<file path="src/hw/rtl/ghc_pkg.sv">
// greenhouse hysteresis controller package: field widths, limits, register indexes,
// and the shared structs for config, sample, state and result
// no dependencies
`default_nettype none

package ghc_pkg;

    localparam int CFG_IDX_W  = 3;
    localparam int CFG_DATA_W = 16;

    typedef enum logic [CFG_IDX_W-1:0] {
        REG_TEMP_ON   = 3'd0,
        REG_TEMP_OFF  = 3'd1,
        REG_HUMID_ON  = 3'd2,
        REG_HUMID_OFF = 3'd3,
        REG_SOIL_DRY  = 3'd4,
        REG_SOIL_WET  = 3'd5,
        REG_LIGHT_LOW = 3'd6,
        REG_LIGHT_HI  = 3'd7
    } ghc_reg_idx_t;

    localparam logic signed [11:0] CLIMATE_TEMP_MIN  = -12'sd400;
    localparam logic signed [11:0] CLIMATE_TEMP_MAX  = 12'sd800;
    localparam logic [9:0]         CLIMATE_HUMID_MAX = 10'd1000;
    localparam logic [15:0]        LIGHT_ERROR_CODE  = 16'hFFFF;
    localparam logic [31:0]        PUMP_RUN_LIMIT_MS = 32'd60000;

    localparam logic signed [10:0] TEMP_ON_RST   = 11'sd300;
    localparam logic signed [10:0] TEMP_OFF_RST  = 11'sd280;
    localparam logic [9:0]         HUMID_ON_RST  = 10'd850;
    localparam logic [9:0]         HUMID_OFF_RST = 10'd750;
    localparam logic [9:0]         SOIL_DRY_RST  = 10'd400;
    localparam logic [9:0]         SOIL_WET_RST  = 10'd600;
    localparam logic [15:0]        LIGHT_LOW_RST = 16'd200;
    localparam logic [15:0]        LIGHT_HI_RST  = 16'd500;

    typedef struct packed {
        logic signed [10:0] temp_on_level;
        logic signed [10:0] temp_off_level;
        logic [9:0]         humid_on_level;
        logic [9:0]         humid_off_level;
        logic [9:0]         soil_dry_level;
        logic [9:0]         soil_wet_level;
        logic [15:0]        light_low_level;
        logic [15:0]        light_high_level;
    } ghc_cfg_t;

    typedef struct packed {
        logic signed [11:0] air_temp;
        logic [9:0]         air_humidity;
        logic               climate_read_failed;
        logic [9:0]         soil_level;
        logic [15:0]        light_level;
        logic [31:0]        now_ms;
    } ghc_sample_t;

    typedef struct packed {
        logic        fan;
        logic        pump;
        logic        grow;
        logic [31:0] pump_started_at;
    } ghc_state_t;

    typedef struct packed {
        logic fan_drive;
        logic pump_drive;
        logic grow_drive;
        logic climate_fault;
        logic light_fault;
    } ghc_result_t;

endpackage

`default_nettype wire

</file>
<file path="src/hw/rtl/ghc_cfg_regs.sv">
// threshold register file for the greenhouse controller, written through a plain write port
// depends on ghc_pkg
`default_nettype none

module ghc_cfg_regs
    import ghc_pkg::*;
(
    input  wire logic                  clk,
    input  wire logic                  rst_n,
    input  wire logic                  cfg_wr_en,
    input  wire logic [CFG_IDX_W-1:0]  cfg_index,
    input  wire logic [CFG_DATA_W-1:0] cfg_data,
    output ghc_cfg_t                   cfg
);

    ghc_cfg_t cfg_reg;
    ghc_cfg_t cfg_next;

    always_comb
    begin
        cfg_next = cfg_reg;
        if (cfg_wr_en)
        begin
            unique case (ghc_reg_idx_t'(cfg_index))
                REG_TEMP_ON:   cfg_next.temp_on_level    = cfg_data[10:0];
                REG_TEMP_OFF:  cfg_next.temp_off_level   = cfg_data[10:0];
                REG_HUMID_ON:  cfg_next.humid_on_level   = cfg_data[9:0];
                REG_HUMID_OFF: cfg_next.humid_off_level  = cfg_data[9:0];
                REG_SOIL_DRY:  cfg_next.soil_dry_level   = cfg_data[9:0];
                REG_SOIL_WET:  cfg_next.soil_wet_level   = cfg_data[9:0];
                REG_LIGHT_LOW: cfg_next.light_low_level  = cfg_data;
                REG_LIGHT_HI:  cfg_next.light_high_level = cfg_data;
                default:       cfg_next = cfg_reg;
            endcase
        end
    end

    always_ff @(posedge clk or negedge rst_n)
    begin
        if (!rst_n)
        begin
            cfg_reg.temp_on_level    <= TEMP_ON_RST;
            cfg_reg.temp_off_level   <= TEMP_OFF_RST;
            cfg_reg.humid_on_level   <= HUMID_ON_RST;
            cfg_reg.humid_off_level  <= HUMID_OFF_RST;
            cfg_reg.soil_dry_level   <= SOIL_DRY_RST;
            cfg_reg.soil_wet_level   <= SOIL_WET_RST;
            cfg_reg.light_low_level  <= LIGHT_LOW_RST;
            cfg_reg.light_high_level <= LIGHT_HI_RST;
        end
        else
        begin
            cfg_reg <= cfg_next;
        end
    end

    assign cfg = cfg_reg;

endmodule

`default_nettype wire

</file>
<file path="src/hw/rtl/ghc_update.sv">
// next-state logic for fan, pump and grow light with hysteresis, plus fault flags
// purely combinational; depends on ghc_pkg
`default_nettype none

module ghc_update
    import ghc_pkg::*;
(
    input  wire ghc_cfg_t    cfg,
    input  wire ghc_sample_t sample,
    input  wire ghc_state_t  state,
    output ghc_state_t       state_next,
    output ghc_result_t      result
);

    logic              climate_ok;
    logic              light_bad;
    logic signed [11:0] temp_on_ext;
    logic signed [11:0] temp_off_ext;
    logic [31:0]       elapsed;
    logic              soil_dry;
    logic              pump_overrun;

    assign temp_on_ext  = {cfg.temp_on_level[10], cfg.temp_on_level};
    assign temp_off_ext = {cfg.temp_off_level[10], cfg.temp_off_level};

    assign climate_ok = !sample.climate_read_failed
                        && (sample.air_temp >= CLIMATE_TEMP_MIN)
                        && (sample.air_temp <= CLIMATE_TEMP_MAX)
                        && (sample.air_humidity <= CLIMATE_HUMID_MAX);

    // wrap-around runtime since pump start
    assign elapsed      = sample.now_ms - state.pump_started_at;
    assign pump_overrun = state.pump && (elapsed > PUMP_RUN_LIMIT_MS);
    assign soil_dry     = (sample.soil_level != '0)
                          && (sample.soil_level <= cfg.soil_dry_level);

    assign light_bad = (sample.light_level == LIGHT_ERROR_CODE);

    always_comb
    begin
        state_next = state;

        if (climate_ok)
        begin
            priority if ((sample.air_temp >= temp_on_ext)
                         || (sample.air_humidity >= cfg.humid_on_level))
                state_next.fan = 1'b1;
            else if ((sample.air_temp <= temp_off_ext)
                     && (sample.air_humidity <= cfg.humid_off_level))
                state_next.fan = 1'b0;
            else
                state_next.fan = state.fan;
        end

        priority if (soil_dry && !state.pump)
        begin
            state_next.pump            = 1'b1;
            state_next.pump_started_at = sample.now_ms;
        end
        else if ((sample.soil_level >= cfg.soil_wet_level) || pump_overrun)
        begin
            state_next.pump = 1'b0;
        end
        else
        begin
            state_next.pump = state.pump;
        end

        if (!light_bad)
        begin
            priority if ((sample.light_level != '0)
                         && (sample.light_level <= cfg.light_low_level) && !state.grow)
                state_next.grow = 1'b1;
            else if ((sample.light_level >= cfg.light_high_level) && state.grow)
                state_next.grow = 1'b0;
            else
                state_next.grow = state.grow;
        end
    end

    assign result.fan_drive     = state_next.fan;
    assign result.pump_drive    = state_next.pump;
    assign result.grow_drive    = state_next.grow;
    assign result.climate_fault = !climate_ok;
    assign result.light_fault   = light_bad;

endmodule

`default_nettype wire

</file>
<file path="src/hw/rtl/greenhouse_hysteresis_controller.sv">
// Greenhouse hysteresis controller: one sample in, one fan/pump/grow-light result out. A sample
// is taken every cycle while out_ready stays high; the result is held in the result register
// behind the input register, with the combinational state update in between. Thresholds are
// written through cfg_wr_en/cfg_index/cfg_data while no transaction is in flight; the user must
// keep to this, as the block itself does not enforce it.
// depends on ghc_pkg, ghc_cfg_regs, ghc_update
`default_nettype none

module greenhouse_hysteresis_controller
    import ghc_pkg::*;
(
    input  wire logic                  clk,
    input  wire logic                  rst_n,

    input  wire logic                  cfg_wr_en,
    input  wire logic [CFG_IDX_W-1:0]  cfg_index,
    input  wire logic [CFG_DATA_W-1:0] cfg_data,

    input  wire logic                  in_valid,
    output logic                       in_ready,
    input  wire logic signed [11:0]    air_temp,
    input  wire logic [9:0]            air_humidity,
    input  wire logic                  climate_read_failed,
    input  wire logic [9:0]            soil_level,
    input  wire logic [15:0]           light_level,
    input  wire logic [31:0]           now_ms,

    output logic                       out_valid,
    input  wire logic                  out_ready,
    output logic                       fan_drive,
    output logic                       pump_drive,
    output logic                       grow_drive,
    output logic                       climate_fault,
    output logic                       light_fault
);

    ghc_cfg_t    cfg;
    ghc_sample_t sample_reg;
    logic        s1_valid_reg;
    logic        s1_valid_next;
    ghc_state_t  state_reg;
    ghc_state_t  state_next;
    ghc_result_t res_reg;
    ghc_result_t res_next;
    logic        out_valid_reg;
    logic        out_valid_next;
    logic        in_take;
    logic        advance;

    ghc_cfg_regs u_cfg (
        .clk       (clk),
        .rst_n     (rst_n),
        .cfg_wr_en (cfg_wr_en),
        .cfg_index (cfg_index),
        .cfg_data  (cfg_data),
        .cfg       (cfg)
    );

    ghc_update u_update (
        .cfg        (cfg),
        .sample     (sample_reg),
        .state      (state_reg),
        .state_next (state_next),
        .result     (res_next)
    );

    // sample moves on when the result register is free or being drained
    assign advance  = s1_valid_reg && (!out_valid_reg || out_ready);
    assign in_ready = !s1_valid_reg || advance;
    assign in_take  = in_valid && in_ready;

    assign s1_valid_next  = in_take || (s1_valid_reg && !advance);
    assign out_valid_next = advance || (out_valid_reg && !out_ready);

    always_ff @(posedge clk or negedge rst_n)
    begin
        if (!rst_n)
        begin
            s1_valid_reg  <= 1'b0;
            out_valid_reg <= 1'b0;
            state_reg     <= '0;
        end
        else
        begin
            s1_valid_reg  <= s1_valid_next;
            out_valid_reg <= out_valid_next;
            if (advance)
            begin
                state_reg <= state_next;
            end
        end
    end

    always_ff @(posedge clk)
    begin
        if (in_take)
        begin
            sample_reg.air_temp            <= air_temp;
            sample_reg.air_humidity        <= air_humidity;
            sample_reg.climate_read_failed <= climate_read_failed;
            sample_reg.soil_level          <= soil_level;
            sample_reg.light_level         <= light_level;
            sample_reg.now_ms              <= now_ms;
        end
        if (advance)
        begin
            res_reg <= res_next;
        end
    end

    assign out_valid     = out_valid_reg;
    assign fan_drive     = res_reg.fan_drive;
    assign pump_drive    = res_reg.pump_drive;
    assign grow_drive    = res_reg.grow_drive;
    assign climate_fault = res_reg.climate_fault;
    assign light_fault   = res_reg.light_fault;

    // an empty result register never blocks the input side
    assert property (@(posedge clk) disable iff (!rst_n)
        !out_valid_reg |-> in_ready)
        else $error("in_ready low while result register empty");

    // the held result always mirrors the stored drive states
    assert property (@(posedge clk) disable iff (!rst_n)
        out_valid_reg |-> (fan_drive == state_reg.fan) && (pump_drive == state_reg.pump)
                          && (grow_drive == state_reg.grow))
        else $error("result drives disagree with stored state");

    // a pump start records the sample timestamp
    assert property (@(posedge clk) disable iff (!rst_n)
        (advance && !state_reg.pump && state_next.pump)
            |=> (state_reg.pump_started_at == $past(sample_reg.now_ms)))
        else $error("pump start time not captured");

    // a light error leaves the grow light untouched
    assert property (@(posedge clk) disable iff (!rst_n)
        (advance && (sample_reg.light_level == LIGHT_ERROR_CODE))
            |=> (state_reg.grow == $past(state_reg.grow)))
        else $error("grow light changed on light error");

endmodule

`default_nettype wire
</file>
<file path="config.mk">
export PLATFORM = sky130hd
export DESIGN_NAME = greenhouse_hysteresis_controller
export DESIGN_NICKNAME = d
export VERILOG_FILES = /design/src/hw/rtl/ghc_pkg.sv /design/src/hw/rtl/ghc_cfg_regs.sv /design/src/hw/rtl/ghc_update.sv /design/src/hw/rtl/greenhouse_hysteresis_controller.sv
export SDC_FILE = /design/constraint.sdc
export NUM_CORES = 1
export LEC_CHECK = 0
export ABC_AREA = 1
export ABC_CLOCK_PERIOD_IN_PS = 4800
export BUFFER_PORTS_ARGS = -buffer_cell sky130_fd_sc_hd__buf_2
export CAP_MARGIN = 10
export CORE_UTILIZATION = 60
export DETAILED_ROUTE_END_ITERATION = 10
export HOLD_SLACK_MARGIN = 0.08
export PLACE_DENSITY = 0.79
export RECOVER_POWER = 50
export SLEW_MARGIN = 20
export SYNTH_ARGS = -nofsm -noshare
export SYNTH_HDL_FRONTEND = slang
export SYNTH_SLANG_ARGS = --single-unit
</file>
<file path="constraint.sdc">
create_clock -name clk -period 4.8 [get_ports clk]
set_input_delay 1.44 -clock clk [delete_from_list [all_inputs] [get_ports clk]]
set_output_delay 1.44 -clock clk [all_outputs]
set_load 0.01 [all_outputs]
</file>
After elaboration in Yosys (flattened, before gate mapping)
Index checks and enable logic that the tools add are counted.

Reduce and logical (&&, ||, !) cells: 40. $lt $le $gt $ge: 12. Multiplexer cells: 8. Eq/ne operators: 8. Add/subtract/negate cells: 1.

Operators by type and width (count): $gt A32 B16 Y1 const B (1); $sub A32 B32 Y32 (1); $ge A10 B10 Y1 (2); $le A10 B10 Y1 (2); $reduce_and A2 Y1 (9); $eq A16 B16 Y1 const B (1); $ge A16 B16 Y1 (1); $le A16 B16 Y1 (1); $reduce_bool A16 Y1 (1); $logic_and A1 B1 Y1 (14); $eq A3 B3 Y1 const B (4); $ge A12 B10 Y1 const B (1); $ge A12 B11 Y1 (1); $le A12 B11 Y1 (1); $le A12 B11 Y1 const B (1); $le A10 B10 Y1 const B (1); $reduce_bool A10 Y1 (1); $logic_not A1 Y1 (8); $mux W1 (8); $eq A3 B2 Y1 const B (2); $logic_or A1 B1 Y1 (6); $eq A3 B1 Y1 const B (1); $logic_not A3 Y1 (1).

Output and inout bits: 7. Register bits after elaboration: 217. Bits of input ports: 105.

Logic depth before layout (Yosys ltp)
Gate-level depths: netlist of the first run.

Word-level depth: 6. Mapped depth: 21.

By module
A second synthesis of the first run with hierarchy kept.

Cells, all modules: 1846. Area, all modules: 13969.6 µm².

By module, submodules not included: ghc_update (times used 1, area each 6049.6 µm², cells each 1170); greenhouse_hysteresis_controller (times used 1, area each 4093.9 µm², cells each 249); ghc_cfg_regs (times used 1, area each 3826.2 µm², cells each 427).

Least setup slack after synthesis of the first run
OpenSTA, ideal clock, no wires.

Path type: input port to flip-flop. Start point: input out_ready. End point: register sample_reg[0] (netlist bit) (enable). Stages: 4. Required time: 4.365 ns. Arrival time: 3.262 ns. Slack: 1.103 ns. Cells stage by stage: inv_1 > nand3_1 > nand2_1 > inv_1.

Cells in the longest elaborated chain, start to end: 4.

Ends and longest elaborated chain: from (decl) (line greenhouse_hysteresis_controller.sv:29) `input wire logic out_ready,`; $logic_or A1 B1 Y1 (line greenhouse_hysteresis_controller.sv:68) `assign advance = s1_valid_reg && (!out_valid_reg || out_ready);`; $logic_and A1 B1 Y1 (line greenhouse_hysteresis_controller.sv:68); $logic_or A1 B1 Y1 (line greenhouse_hysteresis_controller.sv:69) `assign in_ready = !s1_valid_reg || advance;`; via in_ready (line greenhouse_hysteresis_controller.sv:20) `output logic in_ready,`; $logic_and A1 B1 Y1 (line greenhouse_hysteresis_controller.sv:70) `assign in_take = in_valid && in_ready;`; via in_take (line greenhouse_hysteresis_controller.sv:47) `logic in_take;`; to (decl) (line greenhouse_hysteresis_controller.sv:38) `ghc_sample_t sample_reg;`.

The timed path passes the listed nets, and every way through them passes these cells. A chain may end at the register's enable or synchronous reset.

Worst setup path after layout of the first run
Start point: input out_ready. End point: output in_ready.

Cells in the longest elaborated chain, start to end: 3.

Ends and longest elaborated chain (line): $logic_or A1 B1 Y1 (greenhouse_hysteresis_controller.sv:68); $logic_and A1 B1 Y1 (greenhouse_hysteresis_controller.sv:68); $logic_or A1 B1 Y1 (greenhouse_hysteresis_controller.sv:69); to (decl) (greenhouse_hysteresis_controller.sv:20).

No other way between the ends.

==> results.tsv, run 1 <==
stage	metric	value	unit
layout	final_common_cell	nand2_1	
flow_run	max_cap_violations	1	
clock_network	postCtsHoldBufs	0	
synth	syn-num-nets	1862	
clock_network	clkSinkCount	217	
place	gp_congestion	0.9390	
layout	largest_register_ffs	94	
critical_path	critPathMaxFanout	3	
place	portBuffers	111	
power_and_ir_drop	switching_power	2.798	mW
place	dp_hpwl	22210	microns
clock_network	cts_root_buf	clkbuf_16	
global_routing	grt_pass1_wl	48760	microns
floorplanning	start_util	61.37	%
power_and_ir_drop	internal_power	4.397	mW
sta	drv_slew	70	
floorplanning	core-area	0.02109	sq mm
sta	grt_setup_unrepaired	no	
drt	drt_first_iter_violations	486	
hold_path	min_path_type	register to register	
drt	routed_wl	29690	microns
global_routing	antenna_found_initial	0	
critical_path	crit_type	input port to output pin	
run_status	status	finished, violations left	
sta	fin_setup_tns	0	ps
power_and_ir_drop	power_frac_seq	34.7	%
sta	skew	7.637	ps
power_and_ir_drop	vdd_drop_max	0.3037	mV
layout	diodes	0	
drt	wl_per_cell	14.57	microns
layout	most-common-layout-cells	503 x nand2_1, 300 x inv_1, 133 x o21ai_0, 127 x ha_1, 106 x buf_2	
drt	drtPass1Iterations	7	
clock_network	cts_setup_buffers	0	
critical_path	crit_path_end_kind	output pin	
synth	ys_ff_latch	217	
clock_network	cts_buffer_depth	3	
sta	fin_crit	3316	ps
power_and_ir_drop	p_sw_share	38.89	%
run_status	failed_checks	capacitance limit, slew limit	
clock_network	htreeDepth	1	
global_routing	grt_pass1_vias	10330	
power_and_ir_drop	power.density	494.8	mW/mm^2
clock_network	clk_latency	530	ps
layout	area_growth_syn_to_layout	12.36	%
synth	synth_area	0.01294	sq mm
floorplanning	die_w	148.9	microns
global_routing	grt_overflow	0	
synth	synthCells	1629	
critical_path	start_kind	input port	
synth	synth_warnings	0	
floorplanning	num_rows	53	
clock_network	cts-buffers-inserted	23	
sta	finalSetupViolCount	0	
drt	postRouteAntennaNets	0	
synth	synth-seq-area-share	45.62	%
critical_path	required	3360	ps
floorplanning	die_height	148.9	microns
drt	via_per_inst	5.242	
floorplanning	io_pins	112	
clock_network	cts.repair.resized	0	
sta	fin_crit_sh	69.08	%
drt	drc_errors	0	
clock_network	clk_pin_slew	60	ps
layout	drive_gt1_share	11.52	%
sta	hold_violations	0	
critical_path	cp.arrival	1880	ps
layout	layout.nets	1978	
place	dpl.cell_count	1995	
floorplanning	dieArea	0.02216	sq mm
sta	max_freq	0.3016	GHz
clock_network	cts_tree	built	
layout	fin_cells	2037	
synth	synth.avg_cell_area	7.945	sq um
power_and_ir_drop	combPwrFrac	40.6	%
global_routing	grt_max_degree	82	
sta	maxSlewHeadroom	-25.67	%
drt	dr_total_vias	10680	
power_and_ir_drop	p_clk_share	24.6	%
global_routing	grt.total_usage	27.91	%
power_and_ir_drop	cellLeakagePower	7.478	nW
synth	synth.distinct_cells	37	
sta	tightest_slew	1885	ps
==> kinds of logic after synthesis <==
| family | count (synthesis) | share of synthesized area, % |
|---|---|---|
| xor+xnor | 3 | 0.2031 |
| fa+ha+maj | 128 | 12.43 |
| flops | 217 | 45.62 |
| compound gates | 221 | 9.020 |
| buf+inv | 327 | 9.484 |
| simple gates | 733 | 23.24 |
==> per-stage QoR <==
stage               setup slack (ps)  total power [mW]  cell area [sq um]  hold slack (ps)  util, %
floorplan                       1103             4.683              12940            449.2        -
global route                    1448             7.805              14540            505.3    68.96
CTS                             1474             7.232              14560            488.1    69.02
global placement                1521             5.321              13810            465.4    65.48
finish                          1484             7.195              14540            481.4    68.96
detailed placement              1473             5.425              13810            473.0    65.48
==> synthesized netlist by cell type, drive strengths merged <==
library cell / n / area (sq um)
o2111ai: 2 / 17.52
nor4: 9 / 56.30
or2: 4 / 25.02
o21bai: 1 / 7.510
xnor2: 2 / 17.52
nor2: 99 / 384.1
o21a: 3 / 22.52
dfstp: 35 / 919.6
ha: 127 / 1589
nand3b: 3 / 22.52
nand3: 75 / 395.4
clkbuf: 24 / 90.09
and2: 2 / 12.51
o21ai: 133 / 665.6
a31oi: 3 / 18.77
a21o: 1 / 7.510
edfxtp: 86 / 2582
fa: 1 / 20.02
inv: 303 / 1137
nor3b: 1 / 7.510
nor3: 12 / 60.06
o32ai: 1 / 8.760
nand2: 512 / 1944
a21oi: 67 / 342.8
dfrtp: 96 / 2402
xor2: 1 / 8.760
and3: 1 / 6.260
o311ai: 1 / 8.760
o211ai: 4 / 30.03
nand4: 15 / 93.84
o31ai: 1 / 7.510
a211oi: 4 / 30.03
==> critical path, cell delays in order <==
cell and delay [ps]:
buf_2 90, inv_1 60, nand3_1 110, buf_2 160
==> final cells by class <==
class / count / area, sq um
well taps: 275 / 344.1
inverters: 303 / 1139
repair buffers: 115 / 593.1
clock buffers: 34 / 636.9
multi-input cells: 1085 / 5816
flip-flops and latches: 217 / 5904
clock inverters: 8 / 110.1
fillers: 1767 / 6545
==> layer usage <==
metal,vias up,share of wire (%),global-route usage [%],wire [microns]
met2,208,50,49.98,14800
met1,4956,43,34.17,12680
li1,5442,-,-,-
met3,72,3.4,3.364,1008
met4,0,4.0,11.17,1200
met5,-,0,0,0
==> power groups by stage <==
stage / clock (mW) / sequential, mW / combinational (mW)
5_1_grt: 1.87 / 2.54 / 3.39
4_1_cts: 1.81 / 2.50 / 2.92
3_5_place_dp: 0 / 2.53 / 2.90
3_3_place_gp: 0 / 2.52 / 2.80
6_report: 1.77 / 2.50 / 2.92
2_1_floorplan: 0 / 2.48 / 2.20
==> final timing paths <==
path	start	to	slack (ps)	cells past startpoint
worst max-delay path	out_ready	in_ready	1480	4
worst min-delay path	u_cfg.cfg[67]	u_cfg.cfg[67]	480	2
worst max register to register	u_cfg.cfg[46]	state_reg[16]	2120	10
worst min register to register	u_cfg.cfg[67]	u_cfg.cfg[67]	480	2
max in group asynchronous	rst_n	u_cfg.cfg[88]	2230	2
min in group asynchronous	rst_n	state_reg[7]	1380	1
(Power assumes the default switching activity.)
==> run 2: changes to the inputs <==
Settings changed: ABC_CLOCK_PERIOD_IN_PS 4800 to 3390.
Clock period 4.8 ns to 3.39 ns, I/O delays scaled along.
==> results.tsv, run 2 (synthesis gave the netlist of run 1 again) <==
stage	metric	value	unit	change
run_status	status	finished, violations left		unchanged
run_status	failed_checks	capacitance limit, slew limit		unchanged
critical_path	ff2ff_setup_slack	810	ps	was 2120 ps
global_routing	grt.total_usage	28.55	%	was 27.91%
clock_network	clk_latency	540	ps	was 530 ps
critical_path	rr_startpoint	sample_reg[0]		was u_cfg.cfg[46]
critical_path	start_kind	register		was input port
drt	drtPass1Iterations	5		was 7
sta	max_freq	0.3871	GHz	
place	gp_congestion	0.9322		was 0.9390
drt	route.met2.wl	15350	microns	was 14800 microns
critical_path	crit_path_end_kind	register		was output pin
clock_network	cts_buffer_depth	3		unchanged
floorplanning	die_w	148.9	microns	unchanged
drt	routed_wl	30070	microns	was 29690 microns
global_routing	grt_overflow	0		unchanged
critical_path	cp.arrival	2870	ps	was 1880 ps
critical_path	critPathMaxFanout	5		was 3
sta	hold_violations	0		unchanged
floorplanning	die_height	148.9	microns	unchanged
global_routing	antenna_found_initial	0		unchanged
clock_network	cts-buffers-inserted	24		was 23
layout	final_common_cell	nand2_1		unchanged
drt	postRouteAntennaNets	0		unchanged
drt	m1WireLength	12570	microns	was 12680 microns
layout	fin_cells	2040		was 2037
place	dp_hpwl	22340	microns	was 22210 microns
clock_network	cts.repair.resized	0		unchanged
floorplanning	io_pins	112		unchanged
place	portBuffers	111		unchanged
floorplanning	core-area	0.02109	sq mm	unchanged
clock_network	cts_root_buf	clkbuf_16		unchanged
sta	fin_setup_tns	0	ps	unchanged
layout	drive_gt1_share	12.01	%	was 11.52%
floorplanning	num_rows	53		unchanged
clock_network	clkSinkCount	217		unchanged
hold_path	min_path_type	input port to asynchronous set/reset pin		was register to register
global_routing	grt_max_degree	82		unchanged
clock_network	cts_tree	built		unchanged
sta	grt_setup_unrepaired	no		unchanged
drt	dr_total_vias	10700		was 10680
sta	tightest_slew	1585	ps	was 1885 ps
drt	drc_errors	0		unchanged
layout	area_growth_syn_to_layout	13.45	%	was 12.36%
sta	fin_crit_sh	76.21	%	
power_and_ir_drop	cellLeakagePower	7.542	nW	was 7.478 nW
flow_run	max_cap_violations	1		unchanged
drt	via_per_inst	5.247		was 5.242
global_routing	grt_pass1_vias	10560		was 10330
power_and_ir_drop	vdd_drop_max	0.4638	mV	was 0.3037 mV
global_routing	grt_pass1_wl	50030	microns	was 48760 microns
drt	routed-wl-met3	1083	microns	was 1008 microns
critical_path	r2r_end	pump_drive		was state_reg[16]
critical_path	crit_start	sample_reg[0]		was out_ready
drt	top_layer_used	met4		unchanged
layout	largest_register_ffs	94		unchanged
critical_path	required	3680	ps	was 3360 ps
critical_path	crit_type	register to register		was input port to output pin
sta	maxSlewHeadroom	-5.642	%	was -25.67%
sta	drv_slew	65		was 70
power_and_ir_drop	power.density	717.2	mW/mm^2	was 494.8 mW/mm^2
clock_network	clk_pin_slew	70	ps	was 60 ps
floorplanning	start_util	61.37	%	unchanged
layout	fin_util	69.63	%	was 68.96%
clock_network	htreeDepth	1		unchanged
clock_network	postCtsHoldBufs	0		unchanged
critical_path	reg2regPathDepth	18		was 10
layout	diodes	0		unchanged
sta	finalSetupViolCount	0		unchanged
drt	drt_first_iter_violations	534		was 486
sta	fin_crit	2583	ps	
layout	layout.nets	1980		was 1978
layout	most-common-layout-cells	503 x nand2_1, 300 x inv_1, 133 x o21ai_0, 127 x ha_1, 104 x buf_2		was 503 x nand2_1, 300 x inv_1, 133 x o21ai_0, 127 x ha_1, 106 x buf_2
sta	skew	12.59	ps	was 7.637 ps
place	dpl.cell_count	1996		was 1995
drt	wl_per_cell	14.74	microns	was 14.57 microns
floorplanning	dieArea	0.02216	sq mm	unchanged
clock_network	cts_setup_buffers	0		unchanged
run 2: cell types whose count changed in the layout (fill, tap and decap cells not counted), sizes merged:
cell | previous run | this run
buf | 109 | 107
clkinvlp | 0 | 2
clkbuf | 40 | 43
inv | 304 | 303
clkinv | 5 | 6
run 2: how the worst max path moves through the flow:
stage               endpoint  slack (ps)  cells after the start
4_1_cts           pump_drive         810                     18
2_1_floorplan  sample_reg[0]         120                      4
6_report          pump_drive         810                     18
3_3_place_gp      pump_drive         890                     18
3_5_place_dp      pump_drive         820                     18
5_1_grt        u_cfg.cfg[87]         560                      2
run 2: layout make-up:
type / instances / area, sq um
multi-input cells: 1085 / 5816
well taps: 275 / 344.1
fillers: 1771 / 6405
flip-flops and latches: 217 / 5904
clock buffers: 34 / 752.0
repair buffers: 116 / 590.6
inverters: 303 / 1139
clock inverters: 10 / 137.6
run 2: layer usage:
metal  vias to the layer above  GRT usage [%]
met4                         0          10.05
met2                       204          52.52
met1                      4989          34.09
met5                         -              0
li1                       5448              -
met3                        63          3.731
run 2: power by group:
group,internal (mW),switching (mW),total [mW]
combinational,1.46,2.71,4.17
sequential,3.30,0.234,3.53
clock,1.72,1.11,2.83
total,6.48,4.05,10.5
run 2: through the flow:
| step | hold WS (ps) | setup slack [ps] | power, mW | instance area, sq um |
|---|---|---|---|---|
| global placement | 466.0 | 885.3 | 7.578 | 13830 |
| floorplan | 449.2 | 116.2 | 6.631 | 12940 |
| detailed placement | 471.5 | 818.8 | 7.710 | 13830 |
| CTS | 487.4 | 814.4 | 10.59 | 14720 |
| finish | 482.1 | 806.6 | 10.53 | 14680 |
| global route | 500.0 | 563.2 | 11.40 | 14680 |
run 2: worst max-delay path: stages (launching register included):
cell and delay [ps]:
edfxtp_1 350, inv_1 80, ha_1 140, inv_1 90
fa_1 440, nand2_1 110, nand2_1 90, nand3_2 90
nand2_2 100, nand2_1 70, nand2_1 40, o21ai_0 190
nand2_1 80, nand2_1 70, nand2_1 50, nand2_1 60
nand2_1 80, nand3_1 130, nand2_2 60
==> run 3: changes to the inputs <==
Settings changed: ABC_CLOCK_PERIOD_IN_PS 3390 to 2300, CORE_UTILIZATION 60 to 55, PLACE_DENSITY 0.79 to 0.76.
Clock period 3.39 ns to 2.3 ns, I/O delays scaled along.
==> results.tsv, run 3 (synthesis gave the netlist of run 1 again) <==
stage	metric	value	unit	change
place	portBuffers	111		unchanged
power_and_ir_drop	finalPower	16.62	mW	was 10.53 mW
clock_network	cts_tree	built		unchanged
sta	grt_setup_unrepaired	yes		was no
layout	final_common_cell	nand2_1		unchanged
layout	diodes	0		unchanged
floorplanning	io_pins	112		unchanged
sta	maxSlewHeadroom	20.15	%	was -5.642%
floorplanning	num_rows	55		was 53
global_routing	grt_pass1_vias	10890		was 10560
drt	postRouteAntennaNets	0		unchanged
layout	drive_gt1_share	19.78	%	was 12.01%
layout	most-common-layout-cells	473 x nand2_1, 290 x inv_1, 115 x o21ai_0, 104 x ha_1, 103 x buf_2		was 503 x nand2_1, 300 x inv_1, 133 x o21ai_0, 127 x ha_1, 104 x buf_2
place	dpl_cell_area	0.01431	sq mm	was 0.01383 sq mm
layout	area_growth_syn_to_layout	21.56	%	was 13.45%
drt	routed_wl	33510	microns	was 30070 microns
clock_network	cts-buffers-inserted	24		unchanged
critical_path	crit_start	sample_reg[18]		was sample_reg[0]
critical_path	cp.arrival	2820	ps	was 2870 ps
sta	fin_setup_tns	-52.31	ps	was 0 ps
critical_path	crit_path_end_kind	register		unchanged
clock_network	htreeDepth	1		unchanged
critical_path	required	2770	ps	was 3680 ps
place	gp_congestion	0.9223		was 0.9322
power_and_ir_drop	power.density	1056	mW/mm^2	was 717.2 mW/mm^2
run_status	failed_checks	setup timing		was capacitance limit, slew limit
layout	final.fill_count	1916		was 1771
layout	fin_util	68.86	%	was 69.63%
drt	wl_per_cell	15.64	microns	was 14.74 microns
sta	drv_slew	0		was 65
floorplanning	die_height	155.4	microns	was 148.9 microns
drt	drc_errors	0		unchanged
power_and_ir_drop	cellLeakagePower	7.859	nW	was 7.542 nW
hold_path	min_path_type	input port to register		was input port to asynchronous set/reset pin
layout	fin_cells	2143		was 2040
sta	skew	12.14	ps	was 12.59 ps
sta	setup_ws	-51.99	ps	was 806.6 ps
floorplanning	start_util	56.65	%	was 61.37%
layout	fin_area	0.01573	sq mm	was 0.01468 sq mm
clock_network	clkSinkCount	217		unchanged
critical_path	crit_type	register to register		unchanged
critical_path	start_kind	register		unchanged
sta	hold_violations	0		unchanged
sta	max_freq	0.4252	GHz	was 0.3871 GHz
sta	fin_crit_sh	102.3	%	was 76.21%
power_and_ir_drop	vdd_drop_max	0.7025	mV	was 0.4638 mV
critical_path	ff2ff_setup_slack	-50	ps	was 810 ps
drt	drt_first_iter_violations	713		was 534
sta	holdWs	321.7	ps	was 482.1 ps
floorplanning	dieArea	0.02415	sq mm	was 0.02216 sq mm
clock_network	clk_latency	540	ps	about the same
run_status	status	finished, violations left		unchanged
drt	via_per_inst	5.261		was 5.247
global_routing	grt_pass1_wl	51530	microns	was 50030 microns
layout	largest_register_ffs	94		unchanged
place	dp_hpwl	23700	microns	was 22340 microns
global_routing	grt_max_degree	64		was 82
hold_path	hp-start	air_temp[0]		
global_routing	grt.total_usage	26.97	%	was 28.55%
sta	tightest_slew	1198	ps	was 1585 ps
clock_network	cts_buffer_depth	3		unchanged
sta	finalSetupViolCount	2		was 0
clock_network	cts_root_buf	clkbuf_16		unchanged
drt	dr_total_vias	11280		was 10700
critical_path	critPathMaxFanout	4		was 5
floorplanning	die_w	155.4	microns	was 148.9 microns
flow_run	max_cap_violations	0		was 1
place	dpl.cell_count	2084		was 1996
sta	fin_crit	2352	ps	was 2583 ps
drt	drtPass1Iterations	5		unchanged
floorplanning	core-area	0.02285	sq mm	was 0.02109 sq mm
global_routing	antenna_found_initial	0		unchanged
critical_path	rr_startpoint	sample_reg[18]		was sample_reg[0]
place	dp_slack	-152.7	ps	was 818.8 ps
clock_network	clk_pin_slew	60	ps	was 70 ps
layout	layout.nets	2045		was 1980
global_routing	grt_overflow	0		unchanged
## run 3: cell count changes in the layout (fill, tap and decap cells not counted), moves of 7 or more
cell / delta
a21oi_1: -7
a21oi_2: +7
buf_4: +53
ha_1: -23
ha_4: +21
inv_1: -10
inv_2: +9
nand2_1: -30
nand2_2: +25
nand3_1: -9
nor2_1: -10
nor2_2: +7
o21ai_0: -18
o21ai_1: +17
## run 3: worst max-delay path: stages, from the launching register on
cell	delay [ps]
edfxtp_1	390
ha_1	370
nand2_1	90
nand2_1	90
inv_1	90
nand2_1	80
nand2_1	80
nand2_1	50
a21oi_1	240
nand2_1	90
nand2_1	60
nand2_1	60
nor2_2	120
nand2_1	70
nor2_1	130
nand3_2	100
nand2_2	70
nand2_1	50
nand2_1	70
## run 3: report_power, final
| group | internal (mW) | switching, mW | leakage [nW] |
|---|---|---|---|
| Clock | 2.05 | 1.59 | 0.367 |
| Combinational | 3.08 | 4.66 | 5.12 |
| Sequential | 4.87 | 0.368 | 2.37 |
| Total | 9.99 | 6.62 | 7.86 |
## run 3: final timing paths
check,end,depth (start not counted)
max reg2reg,state_reg[33],18
max,state_reg[33],18
max in group asynchronous,u_cfg.cfg[90],3
min reg2reg,u_cfg.cfg[92],2
min,sample_reg[69],1
min in group asynchronous,state_reg[4],2
## run 3: area by class of cell
cell class	count	area, sq um	area share (%)
clock inverters	15	122.6	0.7794
well taps	313	391.6	2.489
multi-input cells	1085	6374	40.51
inverters	303	1154	7.333
clock buffers	29	619.3	3.937
flip-flops and latches	217	5904	37.53
repair buffers	181	1167	7.420
## run 3: routing by layer
metal / part of all wire [%] / global-route usage [%]
met1: 41 / 33.13
met2: 51 / 48.24
met3: 4.9 / 3.426
met4: 3.5 / 10.32
met5: 0 / 0
## run 3: timing repair
item / 4_1_cts / 5_1_grt
endpoints found under the hold margin: 9 / 0
gates cloned: 0 / 5
setup endpoints to repair: 2 / 33
resized for setup: 35 / 97
hold buffers: 1 / 0
buffers inserted: 2 / 7
pin swaps: 9 / 31
